### src/rtl/binary_to_decimal_ascii_macros.svh
// Assertion macros for the binary to decimal ASCII converter
`ifndef BINARY_TO_DECIMAL_ASCII_MACROS_SVH
`define BINARY_TO_DECIMAL_ASCII_MACROS_SVH

// same-cycle implication, sampled on aclk, off during reset
`define B2DA_ASSERT_NOW(label, ante, cons, msg) \
    label: assert property (@(posedge aclk) disable iff (!aresetn) \
        (ante) |-> (cons)) else $error(msg);

// next-cycle implication, sampled on aclk, off during reset
`define B2DA_ASSERT_NEXT(label, ante, cons, msg) \
    label: assert property (@(posedge aclk) disable iff (!aresetn) \
        (ante) |=> (cons)) else $error(msg);

`endif

### src/rtl/b2da_pkg.sv
// Shared types and constants for the binary to decimal ASCII converter
package b2da_pkg;

    localparam int NUM_W       = 32;
    localparam int CHAR_W      = 8;
    localparam int BCD_DIGITS  = 10;
    localparam int BCD_W       = 4 * BCD_DIGITS;
    localparam int STEP_BITS   = 3;
    localparam int DD_STEPS    = 11;
    localparam int PAD_W       = STEP_BITS * DD_STEPS;
    localparam int STEP_CNT_W  = 4;
    localparam int QDEPTH      = 2;
    localparam int QPTR_W      = 1;
    localparam int QCNT_W      = 2;

    localparam logic [CHAR_W-1:0] CHAR_ZERO = 8'h30;
    localparam logic [CHAR_W-1:0] CHAR_NUL  = 8'h00;

    typedef struct packed {
        logic [BCD_W-1:0] bcd;
        logic             trim;
    } q_entry_t;

endpackage

### src/rtl/b2da_front.sv
// Front end: accepts a request and converts the binary value to packed BCD
module b2da_front (
    input  logic                          aclk,
    input  logic                          aresetn,
    input  logic                          s_tvalid,
    output logic                          s_tready,
    input  logic [b2da_pkg::NUM_W-1:0]    s_tdata,   // number
    input  logic                          s_tuser,   // trim
    output logic                          q_valid,
    input  logic                          q_ready,
    output b2da_pkg::q_entry_t            q_data
);
    import b2da_pkg::*;

    localparam logic [1:0] ST_IDLE = 2'd0;
    localparam logic [1:0] ST_RUN  = 2'd1;
    localparam logic [1:0] ST_DONE = 2'd2;

    logic [1:0]            state_reg, state_next;
    logic [STEP_CNT_W-1:0] cnt_reg, cnt_next;
    logic [BCD_W-1:0]      bcd_reg, bcd_next;
    logic [PAD_W-1:0]      bits_reg, bits_next;
    logic                  trim_reg, trim_next;
    logic [PAD_W-1:0]      padded;
    logic                  accept;

    function automatic logic [BCD_W-1:0] dd_step(input logic [BCD_W-1:0] bcd,
                                                 input logic [STEP_BITS-1:0] bits);
        logic [BCD_W-1:0] acc;
        logic [3:0]       d;
        acc = bcd;
        for (int s = STEP_BITS - 1; s >= 0; s--) begin
            for (int i = 0; i < BCD_DIGITS; i++) begin
                d = acc[i*4 +: 4];
                if (d >= 4'd5) begin
                    acc[i*4 +: 4] = d + 4'd3;
                end
            end
            acc = {acc[BCD_W-2:0], bits[s]};
        end
        return acc;
    endfunction

    assign padded   = PAD_W'(s_tdata);
    assign s_tready = (state_reg == ST_IDLE) || ((state_reg == ST_DONE) && q_ready);
    assign accept   = s_tvalid && s_tready;
    assign q_valid  = (state_reg == ST_DONE);
    assign q_data   = '{bcd: bcd_reg, trim: trim_reg};

    always_comb begin
        state_next = state_reg;
        cnt_next   = cnt_reg;
        bcd_next   = bcd_reg;
        bits_next  = bits_reg;
        trim_next  = trim_reg;
        unique case (state_reg)
            ST_IDLE: begin
                if (accept) begin
                    state_next = ST_RUN;
                end
            end
            ST_RUN: begin
                bcd_next  = dd_step(bcd_reg, bits_reg[PAD_W-1 -: STEP_BITS]);
                bits_next = bits_reg << STEP_BITS;
                cnt_next  = cnt_reg + 1'b1;
                if (cnt_reg == STEP_CNT_W'(DD_STEPS - 1)) begin
                    state_next = ST_DONE;
                end
            end
            ST_DONE: begin
                if (q_ready) begin
                    state_next = accept ? ST_RUN : ST_IDLE;
                end
            end
            default: begin
                state_next = ST_IDLE;
            end
        endcase
        if (accept) begin
            cnt_next  = STEP_CNT_W'(1);
            bcd_next  = dd_step('0, padded[PAD_W-1 -: STEP_BITS]);
            bits_next = padded << STEP_BITS;
            trim_next = s_tuser;
        end
    end

    always_ff @(posedge aclk) begin
        if (!aresetn) begin
            state_reg <= ST_IDLE;
            cnt_reg   <= '0;
        end else begin
            state_reg <= state_next;
            cnt_reg   <= cnt_next;
        end
        bcd_reg  <= bcd_next;
        bits_reg <= bits_next;
        trim_reg <= trim_next;
    end

endmodule

### src/rtl/b2da_queue.sv
// Two-entry queue between the converter front end and the character emitter
module b2da_queue (
    input  logic                aclk,
    input  logic                aresetn,
    input  logic                in_valid,
    output logic                in_ready,
    input  b2da_pkg::q_entry_t  in_data,
    output logic                out_valid,
    input  logic                out_ready,
    output b2da_pkg::q_entry_t  out_data
);
    import b2da_pkg::*;

    q_entry_t            mem_reg [QDEPTH];
    logic [QPTR_W-1:0]   wr_ptr_reg, wr_ptr_next;
    logic [QPTR_W-1:0]   rd_ptr_reg, rd_ptr_next;
    logic [QCNT_W-1:0]   cnt_reg, cnt_next;
    logic                push, pop;

    assign in_ready  = (cnt_reg != QCNT_W'(QDEPTH));
    assign out_valid = (cnt_reg != '0);
    assign out_data  = mem_reg[rd_ptr_reg];
    assign push      = in_valid && in_ready;
    assign pop       = out_valid && out_ready;

    always_comb begin
        wr_ptr_next = push ? wr_ptr_reg + 1'b1 : wr_ptr_reg;
        rd_ptr_next = pop ? rd_ptr_reg + 1'b1 : rd_ptr_reg;
        cnt_next    = cnt_reg;
        if (push && !pop) begin
            cnt_next = cnt_reg + 1'b1;
        end else if (pop && !push) begin
            cnt_next = cnt_reg - 1'b1;
        end
    end

    always_ff @(posedge aclk) begin
        if (!aresetn) begin
            wr_ptr_reg <= '0;
            rd_ptr_reg <= '0;
            cnt_reg    <= '0;
        end else begin
            wr_ptr_reg <= wr_ptr_next;
            rd_ptr_reg <= rd_ptr_next;
            cnt_reg    <= cnt_next;
        end
        if (push) begin
            mem_reg[wr_ptr_reg] <= in_data;
        end
    end

endmodule

### src/rtl/b2da_back.sv
// Back end: walks the BCD digits most significant first and emits characters
module b2da_back #(
    parameter int DIGITS = 10
) (
    input  logic                          aclk,
    input  logic                          aresetn,
    input  logic                          q_valid,
    output logic                          q_ready,
    input  b2da_pkg::q_entry_t            q_data,
    output logic                          m_tvalid,
    input  logic                          m_tready,
    output logic [b2da_pkg::CHAR_W-1:0]   m_tdata,   // text_char
    output logic                          m_tlast    // last
);
    import b2da_pkg::*;

    localparam int NDIG     = (DIGITS > BCD_DIGITS) ? DIGITS : BCD_DIGITS;
    localparam int POS_W    = $clog2(NDIG);
    localparam int PADDED_W = 4 * NDIG;

    logic                active_reg, active_next;
    logic                term_reg, term_next;
    logic                started_reg, started_next;
    logic [POS_W-1:0]    pos_reg, pos_next;
    logic [BCD_W-1:0]    bcd_reg, bcd_next;
    logic                out_valid_reg, out_valid_next;
    logic [CHAR_W-1:0]   out_data_reg, out_data_next;
    logic                out_last_reg, out_last_next;

    logic [PADDED_W-1:0] padded;
    logic [3:0]          digit;
    logic                adv, shown, hi_nz, pop;

    assign padded   = PADDED_W'(bcd_reg);
    assign digit    = padded[{pos_reg, 2'b00} +: 4];
    assign adv      = !out_valid_reg || m_tready;
    assign shown    = started_reg || (digit != 4'd0);
    assign pop      = q_valid && (!active_reg || (term_reg && adv));
    assign q_ready  = pop;
    assign m_tvalid = out_valid_reg;
    assign m_tdata  = out_data_reg;
    assign m_tlast  = out_last_reg;

    always_comb begin
        hi_nz = 1'b0;
        for (int i = 0; i < BCD_DIGITS; i++) begin
            if (i >= DIGITS) begin
                hi_nz = hi_nz || (q_data.bcd[i*4 +: 4] != 4'd0);
            end
        end
    end

    always_comb begin
        active_next    = active_reg;
        term_next      = term_reg;
        started_next   = started_reg;
        pos_next       = pos_reg;
        bcd_next       = bcd_reg;
        out_valid_next = out_valid_reg && !m_tready;
        out_data_next  = out_data_reg;
        out_last_next  = out_last_reg;
        if (active_reg && !term_reg && (adv || !shown)) begin
            if (shown) begin
                out_valid_next = 1'b1;
                out_data_next  = CHAR_ZERO + {4'd0, digit};
                out_last_next  = 1'b0;
                started_next   = 1'b1;
            end
            if (pos_reg == '0) begin
                term_next = 1'b1;
            end else begin
                pos_next = pos_reg - 1'b1;
            end
        end
        if (active_reg && term_reg && adv) begin
            out_valid_next = 1'b1;
            out_data_next  = CHAR_NUL;
            out_last_next  = 1'b1;
            active_next    = 1'b0;
        end
        if (pop) begin
            active_next  = 1'b1;
            term_next    = 1'b0;
            started_next = !q_data.trim || hi_nz;
            pos_next     = POS_W'(DIGITS - 1);
            bcd_next     = q_data.bcd;
        end
    end

    always_ff @(posedge aclk) begin
        if (!aresetn) begin
            active_reg    <= 1'b0;
            term_reg      <= 1'b0;
            out_valid_reg <= 1'b0;
        end else begin
            active_reg    <= active_next;
            term_reg      <= term_next;
            out_valid_reg <= out_valid_next;
        end
        started_reg  <= started_next;
        pos_reg      <= pos_next;
        bcd_reg      <= bcd_next;
        out_data_reg <= out_data_next;
        out_last_reg <= out_last_next;
    end

endmodule

### src/rtl/binary_to_decimal_ascii.sv
// Top level of the binary to decimal ASCII converter
//
// Each request carries a 32-bit unsigned number and a trim flag and yields
// DIGITS decimal ASCII characters, most significant first, then a NUL
// character with m_tlast set; with trim set, leading zeros are dropped and a
// zero gives the NUL alone. The front end converts to BCD three bits a cycle
// and takes no new request before it hands the last one to the queue; the
// character emitter walks every digit position of each request, skipped digits
// included, and a two-entry queue between them lets either side stall.
module binary_to_decimal_ascii #(
    parameter int DIGITS = 10
) (
    input  logic                          aclk,
    input  logic                          aresetn,
    input  logic                          s_tvalid,
    output logic                          s_tready,
    input  logic [b2da_pkg::NUM_W-1:0]    s_tdata,   // [31:0] number
    input  logic                          s_tuser,   // [0] trim
    output logic                          m_tvalid,
    input  logic                          m_tready,
    output logic [b2da_pkg::CHAR_W-1:0]   m_tdata,   // [7:0] text_char
    output logic                          m_tlast    // last
);
    import b2da_pkg::*;

    `include "binary_to_decimal_ascii_macros.svh"

    logic     fq_valid, fq_ready, bq_valid, bq_ready;
    q_entry_t fq_data, bq_data;

    b2da_front u_front (
        .aclk     (aclk),
        .aresetn  (aresetn),
        .s_tvalid (s_tvalid),
        .s_tready (s_tready),
        .s_tdata  (s_tdata),
        .s_tuser  (s_tuser),
        .q_valid  (fq_valid),
        .q_ready  (fq_ready),
        .q_data   (fq_data)
    );

    b2da_queue u_queue (
        .aclk      (aclk),
        .aresetn   (aresetn),
        .in_valid  (fq_valid),
        .in_ready  (fq_ready),
        .in_data   (fq_data),
        .out_valid (bq_valid),
        .out_ready (bq_ready),
        .out_data  (bq_data)
    );

    b2da_back #(
        .DIGITS (DIGITS)
    ) u_back (
        .aclk     (aclk),
        .aresetn  (aresetn),
        .q_valid  (bq_valid),
        .q_ready  (bq_ready),
        .q_data   (bq_data),
        .m_tvalid (m_tvalid),
        .m_tready (m_tready),
        .m_tdata  (m_tdata),
        .m_tlast  (m_tlast)
    );

    `B2DA_ASSERT_NOW(a_term_is_nul, m_tvalid && m_tlast, m_tdata == CHAR_NUL, "terminator not NUL")
    `B2DA_ASSERT_NOW(a_digit_range, m_tvalid && !m_tlast, (m_tdata >= CHAR_ZERO) && (m_tdata <= CHAR_ZERO + 8'd9), "digit out of range")
    `B2DA_ASSERT_NEXT(a_front_busy, s_tvalid && s_tready, !s_tready, "front end took two requests in a row")

endmodule

### config.mk
export PLATFORM = sky130hd
export DESIGN_NAME = binary_to_decimal_ascii
export DESIGN_NICKNAME = d
export VERILOG_FILES = /design/src/rtl/b2da_pkg.sv /design/src/rtl/b2da_front.sv /design/src/rtl/b2da_queue.sv /design/src/rtl/b2da_back.sv /design/src/rtl/binary_to_decimal_ascii.sv
export VERILOG_INCLUDE_DIRS = /design/src /design/src/rtl
export SDC_FILE = /design/constraint.sdc
export NUM_CORES = 1
export LEC_CHECK = 0
export BUFFER_PORTS_ARGS = -buffer_cell sky130_fd_sc_hd__buf_2
export CAP_MARGIN = 20
export CORE_MARGIN = 3
export CORE_UTILIZATION = 35
export DETAILED_ROUTE_END_ITERATION = 12
export GPL_TIMING_DRIVEN = 1
export RECOVER_POWER = 50
export SKIP_CTS_REPAIR_TIMING = 1
export SLEW_MARGIN = 10
export SYNTH_ARGS = -nofsm -noshare
export SYNTH_HDL_FRONTEND = slang
export SYNTH_SLANG_ARGS = --single-unit
### constraint.sdc
create_clock -name aclk -period 3.4 [get_ports aclk]
set_input_delay 0.34 -clock aclk [delete_from_list [all_inputs] [get_ports aclk]]
set_output_delay 0.34 -clock aclk [all_outputs]
set_load 0.02 [all_outputs]
==> out/qor.log, run 1 <==
INFO  run_status     run_status=finished, violations left
INFO  run_status     failed_checks=capacitance limit, slew limit
INFO  hold_path      min-delay-start=s_tdata[12]
INFO  logic_synthesis postSynthCellCount=1067
INFO  timing         fin_worst_hold_slack=0.0879ns
INFO  logic_synthesis synth_top_cell_by_area=sky130_fd_sc_hd__edfxtp_1
INFO  detailed_routing route.detailed.vias_per_inst=5.05
INFO  clocking       cts_htree_levels=1
INFO  global_route   grt_max_degree=42
INFO  timing         final-max-slew-violation-count=42
INFO  placed_design  globalplace.congestion=0.777
INFO  power          static-leakage-power=5.00nW
INFO  timing         number_of_hold_slack_violations_in_the_final_timing_report=0
INFO  timing         timing.slew.headroom=-0.299
INFO  setup_path     critical-path-top-delay-family=compound AO/OA/AOI/OAI gates
INFO  setup_path     setup.worst_path.start=u_front.bcd_reg[13]
INFO  timing         final.min_clock_period=3.18ns
INFO  clocking       clockBufferDepth=3
INFO  setup_path     critical_path.n_buffers_inverters=3
INFO  placed_design  dpl.hpwl=16100um
INFO  setup_path     worst_ep_required_time=3.80ns
INFO  setup_path     crit-reg2reg-launch=u_front.bcd_reg[13]
INFO  detailed_routing routed_wl=23400um
INFO  timing         fin_skew=0.0166ns
INFO  timing         setup_viol=0
INFO  logic_synthesis synth_top_cells_by_area=sky130_fd_sc_hd__edfxtp_1 41%, sky130_fd_sc_hd__dfxtp_1 11%, sky130_fd_sc_hd__ha_1 5.2%
INFO  layout         largest_register_ffs=82
INFO  clocking       clk-insertion-delay-late=0.52ns
INFO  logic_synthesis synth_edf_count=156
INFO  layout         layoutNonFillerInstCount=1578
INFO  setup_path     worst-r2r-setup-slack=0.22ns
INFO  global_route   grt-ovfl-total=0
INFO  logic_synthesis mapped_cell_area=0.0115mm2
INFO  floorplanning  floorplan.core_area=0.0320mm2
INFO  placed_design  port_buffers=45
INFO  power          power_density=969mW/mm2
INFO  logic_synthesis synth.avg_cell_area=10.8um2
INFO  clocking       cts_tree=done
INFO  detailed_routing route.detailed.wl_per_inst=14.8um
INFO  clocking       cts_made_buffers=24
INFO  clocking       clock_sinks=218
INFO  logic_synthesis asyncSetResetFlopFracSynth=0
INFO  floorplanning  die_area=0.0351mm2
INFO  detailed_routing routed-via-count=7966
INFO  setup_path     startpoint_kind_of_the_worst_setup_timing_path=register
INFO  global_route   antenna_found_initial=0
INFO  hold_path      worstHoldPathType=input pin to register
INFO  global_route   grt_use_total=0.130
INFO  detailed_routing drcViolationCount=0
INFO  layout         layout-drive-gt1-share=0.155
INFO  layout         nets=1210
INFO  detailed_routing detail_route.first_pass.iterations=6
INFO  placed_design  placedCellCount=1532
INFO  setup_path     crit_path_top_delay_cell=sky130_fd_sc_hd__dfxtp_1
INFO  detailed_routing route.antenna.remaining_nets=0
INFO  logic_synthesis synth_cell_type_count=87
INFO  floorplanning  die_h=187um
INFO  setup_path     critical_path.cell_chain=inv_1 -> ha_1 -> nand2b_1 -> nor3b_1 -> a21oi_1 -> inv_1 -> ha_1 -> o21ai_0 -> a31oi_2 -> inv_1 -> ha_1 -> nand2_1 -> a211o_1 -> a32o_1
INFO  logic_synthesis synth_largest_type_area_fraction=0.407
INFO  setup_path     critical_path_maximum_fanout=5
INFO  floorplanning  width_of_the_die=187um
INFO  logic_synthesis postSynthRegisterBits=218
INFO  timing         maximum_frequency_from_static_timing_analysis=314MHz
INFO  setup_path     highest_cell_delay_on_the_worst_timing_path=0.39ns
INFO  logic_synthesis register_area_share_after_synthesis=0.515
INFO  layout         layout.cells.most_common_list=156 x sky130_fd_sc_hd__edfxtp_1, 148 x sky130_fd_sc_hd__nand2_1, 59 x sky130_fd_sc_hd__a21oi_1, 59 x sky130_fd_sc_hd__dfxtp_1
INFO  detailed_routing drtIter0Drc=506
INFO  timing         min_period_over_period=0.936
INFO  logic_synthesis synthesis.yosys.warnings=0
INFO  clocking       clock-root-buffer=sky130_fd_sc_hd__clkbuf_16
INFO  setup_path     worst_setup_ep_type=register
INFO  layout         area_delta_synth_final=14.3%
INFO  global_route   wire_length_of_the_first_global_routing_pass=38200um
INFO  floorplanning  design.portCount=48
INFO  global_route   via_count_of_the_first_global_routing_pass=7578
INFO  clocking       worst_setup_hold_path_clk_slew=0.06ns
INFO  setup_path     worst-setup-path-type=register to register
INFO  logic_synthesis synth_top_flop_cell=sky130_fd_sc_hd__edfxtp_1
INFO  timing         tightest_slew=1.95ns
INFO  setup_path     worst_ep_arrival_time=3.58ns
INFO  floorplanning  initial_utilization=0.360
INFO  layout         insertedDiodeCount=0
INFO  layout         most_common_library_cell_in_the_layout_ignoring_fill_and_taps=sky130_fd_sc_hd__edfxtp_1
INFO  floorplanning  row_count=65
INFO  job            max_cap_viol_count=1
INFO  power          ir_drop=0.407mV
-- worst min-delay path: stages --
cell,delay [ns]
sky130_fd_sc_hd__buf_2,0.07
sky130_fd_sc_hd__nand2_1,0.04
sky130_fd_sc_hd__nand2_1,0.04
-- through the flow --
stage	setup TNS (ns)	cell area, um2	worst slack [ns]	power, mW	utilization
2_1_floorplan	0	11500	0.375	8.76	-
4_1_cts	0	13100	0.149	12.7	0.409
3_5_place_dp	0	12300	0.161	10.1	0.384
6_report	0	13100	0.217	12.7	0.411
5_1_grt	-0.00765	13100	-0.00765	13.8	0.411
3_3_place_gp	0	12300	0.260	9.95	0.384
-- cells in the mapped netlist, types with 9 or more instances --
cell / instances
sky130_fd_sc_hd__a21oi_1: 66
sky130_fd_sc_hd__mux2_2: 49
sky130_fd_sc_hd__nand3_1: 15
sky130_fd_sc_hd__inv_1: 52
sky130_fd_sc_hd__nor2b_1: 11
sky130_fd_sc_hd__mux2i_1: 37
sky130_fd_sc_hd__o21ai_0: 53
sky130_fd_sc_hd__dfxtp_1: 62
sky130_fd_sc_hd__nand2_1: 148
sky130_fd_sc_hd__nor3_1: 15
sky130_fd_sc_hd__clkbuf_1: 24
sky130_fd_sc_hd__xnor2_1: 18
sky130_fd_sc_hd__ha_1: 48
sky130_fd_sc_hd__xor2_1: 10
sky130_fd_sc_hd__edfxtp_1: 156
sky130_fd_sc_hd__a31oi_1: 17
sky130_fd_sc_hd__nor3b_1: 14
sky130_fd_sc_hd__nor2_1: 52
sky130_fd_sc_hd__o21ai_1: 16
sky130_fd_sc_hd__nand2b_1: 24
sky130_fd_sc_hd__o31ai_1: 9
-- power by group --
| group | switching, mW | internal [mW] |
|---|---|---|
| clock | 1.04 | 1.55 |
| combinational | 3.46 | 2.65 |
| sequential | 0.515 | 3.52 |
-- layer usage --
metal / up-vias / share of wire / wire [um] / track usage
li1: 4030 / - / - / -
met1: 3776 / 0.48 / 11200 / 0.179
met2: 125 / 0.47 / 10900 / 0.216
met3: 35 / 0.035 / 808 / 0.0180
met4: 0 / 0.023 / 541 / 0.0349
met5: - / 0 / 0 / 0
-- kinds of logic after synthesis --
group / synth area share
fa+ha+maj: 0.0522
xor+xnor: 0.0251
simple gates: 0.139
mux: 0.0884
buf+inv: 0.0343
compound gates: 0.145
flops: 0.515
other cells: 0.000326
-- worst paths after layout --
kind	depth (start not counted)	to
max	14	u_front.bcd_reg[18]
min	3	u_front.bits_reg[15]
max reg2reg	14	u_front.bcd_reg[18]
min reg2reg	2	u_back.m_tlast
-- area by class of cell --
type	instances	area [um2]
Timing Repair Buffer	70	393
Fill cell	3051	18800
Sequential cell	218	5930
Clock buffer	29	629
Tap cell	435	544
Clock inverter	15	166
Multi-Input combinational cell	754	5260
Inverter	57	214
No activity file was read; power rests on OpenSTA's default activity.
==> inputs of run 2 (changes only) <==
BUFFER_PORTS_ARGS = not set   (was -buffer_cell sky130_fd_sc_hd__buf_2)
DONT_BUFFER_PORTS = 1   (was not set)
==> run 2 against run 1 <==
Effect of this change: the flow finishes with violations (hold timing, capacitance limit, slew limit); clock skew is 0.011 ns higher; combinational power is 0.7% higher; largest cell class unchanged; routed wire length is 1.8% lower; critical path type unchanged; final cell count is 2.8% lower; worst setup slack worse by 0.017 ns; first-iteration DRC count is 10% lower; non-clock buffer count is 42 lower; global-route usage is 0.082 points lower; worst hold slack worse by 0.089 ns.
==> out/qor.log, run 2 (synthesis results as in run 1) <==
INFO  timing         min_period_over_period=0.941
INFO  clocking       cts_made_buffers=23
INFO  floorplanning  die_area=0.0351mm2
INFO  clocking       clock-root-buffer=sky130_fd_sc_hd__clkbuf_16
INFO  layout         most_common_library_cell_in_the_layout_ignoring_fill_and_taps=sky130_fd_sc_hd__edfxtp_1
INFO  layout         nets=1167
INFO  timing         fin_skew=0.0275ns
INFO  clocking       worst_setup_hold_path_clk_slew=0.06ns
INFO  timing         final.min_clock_period=3.20ns
INFO  global_route   antenna_found_initial=0
INFO  global_route   via_count_of_the_first_global_routing_pass=7486
INFO  layout         n_fill_cell=3012
INFO  detailed_routing routed_wl=23000um
INFO  global_route   wire_length_of_the_first_global_routing_pass=38000um
INFO  layout         insertedDiodeCount=0
INFO  timing         setup_viol=0
INFO  placed_design  placedCellCount=1487
INFO  detailed_routing detail_route.first_pass.iterations=5
INFO  floorplanning  row_count=65
INFO  global_route   grt_use_total=0.129
INFO  layout         layout.cells.most_common_list=156 x sky130_fd_sc_hd__edfxtp_1, 147 x sky130_fd_sc_hd__nand2_1, 60 x sky130_fd_sc_hd__a21oi_1
INFO  floorplanning  floorplan.core_area=0.0320mm2
INFO  floorplanning  width_of_the_die=187um
INFO  hold_path      worstHoldPathType=input pin to register
INFO  setup_path     worst-setup-path-type=register to register
INFO  detailed_routing drcViolationCount=0
INFO  timing         tns=0ns
INFO  global_route   grt_max_degree=42
INFO  power          static-leakage-power=4.86nW
INFO  timing         maximum_frequency_from_static_timing_analysis=313MHz
INFO  timing         timing.slew.headroom=-0.280
INFO  placed_design  globalplace.congestion=0.767
INFO  run_status     failed_checks=hold timing, capacitance limit, slew limit
INFO  global_route   grt-busiest-layer=met2
INFO  setup_path     worst_ep_arrival_time=3.60ns
INFO  setup_path     critical_path_maximum_fanout=10
INFO  clocking       cts_htree_levels=1
INFO  floorplanning  initial_utilization=0.360
INFO  layout         layout-drive-gt1-share=0.143
INFO  placed_design  dp_slack=0.107ns
INFO  setup_path     startpoint_kind_of_the_worst_setup_timing_path=register
INFO  layout         layoutNonFillerInstCount=1534
INFO  clocking       clock_sinks=218
INFO  layout         multiInputGateArea=0.00531mm2
INFO  placed_design  port_buffers=0
INFO  global_route   grt-ovfl-total=0
INFO  layout         area_delta_synth_final=12.8%
INFO  power          ir_drop=0.476mV
INFO  detailed_routing route.detailed.vias_per_inst=5.12
INFO  floorplanning  design.portCount=48
INFO  placed_design  dpl.hpwl=15900um
INFO  setup_path     worst_ep_required_time=3.80ns
INFO  timing         final-max-slew-violation-count=42
INFO  clocking       clockBufferDepth=3
INFO  timing         tightest_slew=1.92ns
INFO  clocking       cts_tree=done
INFO  floorplanning  die_h=187um
INFO  run_status     run_status=finished, violations left
INFO  setup_path     worst_setup_ep_type=register
INFO  detailed_routing route.detailed.wl_per_inst=15.0um
INFO  global_route   met2_usage=0.210
INFO  global_route   grt_use_met3=0.0191
INFO  layout         layout.area.seq=0.00593mm2
INFO  timing         fin_worst_hold_slack=-0.00122ns
INFO  detailed_routing routed-via-count=7857
INFO  detailed_routing drtIter0Drc=453
INFO  detailed_routing route.antenna.remaining_nets=0
INFO  timing         timing.final.ws_setup=0.200ns
INFO  layout         largest_register_ffs=82
INFO  timing         number_of_hold_slack_violations_in_the_final_timing_report=1
INFO  job            max_cap_viol_count=1
INFO  clocking       clk-insertion-delay-late=0.52ns
INFO  global_route   grt_util_met1=0.184
INFO  power          power_density=977mW/mm2
==> run 2: cell count changes in the layout (fill, tap and decap cells not counted), sizes merged <==
cell / change
buf: -34
clkbuf: -12
clkinvlp: -2
inv: +1
bufinv: -1
clkinv: +3
dlygate4sd3: +1
==> run 2: worst paths after layout <==
kind	startpoint	end	slack, ns	depth (start not counted)
min reg2reg	u_front.bits_reg[29]	u_front.bits_reg[32]	0.49	2
min	s_tdata[29]	u_front.bits_reg[32]	-0.001	2
max	u_front.bcd_reg[9]	u_front.bcd_reg[10]	0.20	14
max reg2reg	u_front.bcd_reg[9]	u_front.bcd_reg[10]	0.20	14
==> run 2: layer usage <==
| metal | share of wire | up-vias |
|---|---|---|
| li1 | - | 3938 |
| met1 | 0.49 | 3781 |
| met3 | 0.031 | 30 |
| met4 | 0.015 | 0 |
| met2 | 0.46 | 108 |
| met5 | 0 | - |
==> run 2: layout make-up <==
class / count / area share
clock buffer: 26 / 0.0460
clock inverter: 16 / 0.0115
timing repair buffer: 28 / 0.0165
inverter: 57 / 0.0165
multi-input combinational: 754 / 0.410
sequential: 218 / 0.458
tap: 435 / 0.0420
==> run 2: critical path, cell delays in order (launching register included) <==
cell and delay (ns):
sky130_fd_sc_hd__dfxtp_1 0.39, sky130_fd_sc_hd__inv_1 0.09, sky130_fd_sc_hd__ha_1 0.17, sky130_fd_sc_hd__nand2b_1 0.17, sky130_fd_sc_hd__a21oi_2 0.20, sky130_fd_sc_hd__mux2_2 0.43
sky130_fd_sc_hd__a21o_1 0.19, sky130_fd_sc_hd__a31oi_2 0.27, sky130_fd_sc_hd__inv_1 0.10, sky130_fd_sc_hd__ha_1 0.24, sky130_fd_sc_hd__o21bai_1 0.20, sky130_fd_sc_hd__a311oi_2 0.30
sky130_fd_sc_hd__buf_4 0.17, sky130_fd_sc_hd__o31a_1 0.11, sky130_fd_sc_hd__o31ai_1 0.07
==> run 2: power breakdown <==
group	internal (mW)	switching [mW]	total, mW
logic	2.69	3.46	6.15
registers	3.52	0.555	4.07
clock network	1.43	1.01	2.44
total	7.63	5.03	12.7
==> run 2: through the flow <==
step | power (mW) | util | cell area, um2
finish | 12.7 | 0.406 | 13000
global route | 13.7 | 0.406 | 13000
CTS | 12.5 | 0.401 | 12800
detailed placement | 10.0 | 0.377 | 12100
global placement | 9.90 | 0.377 | 12100
floorplan | 8.76 | - | 11500
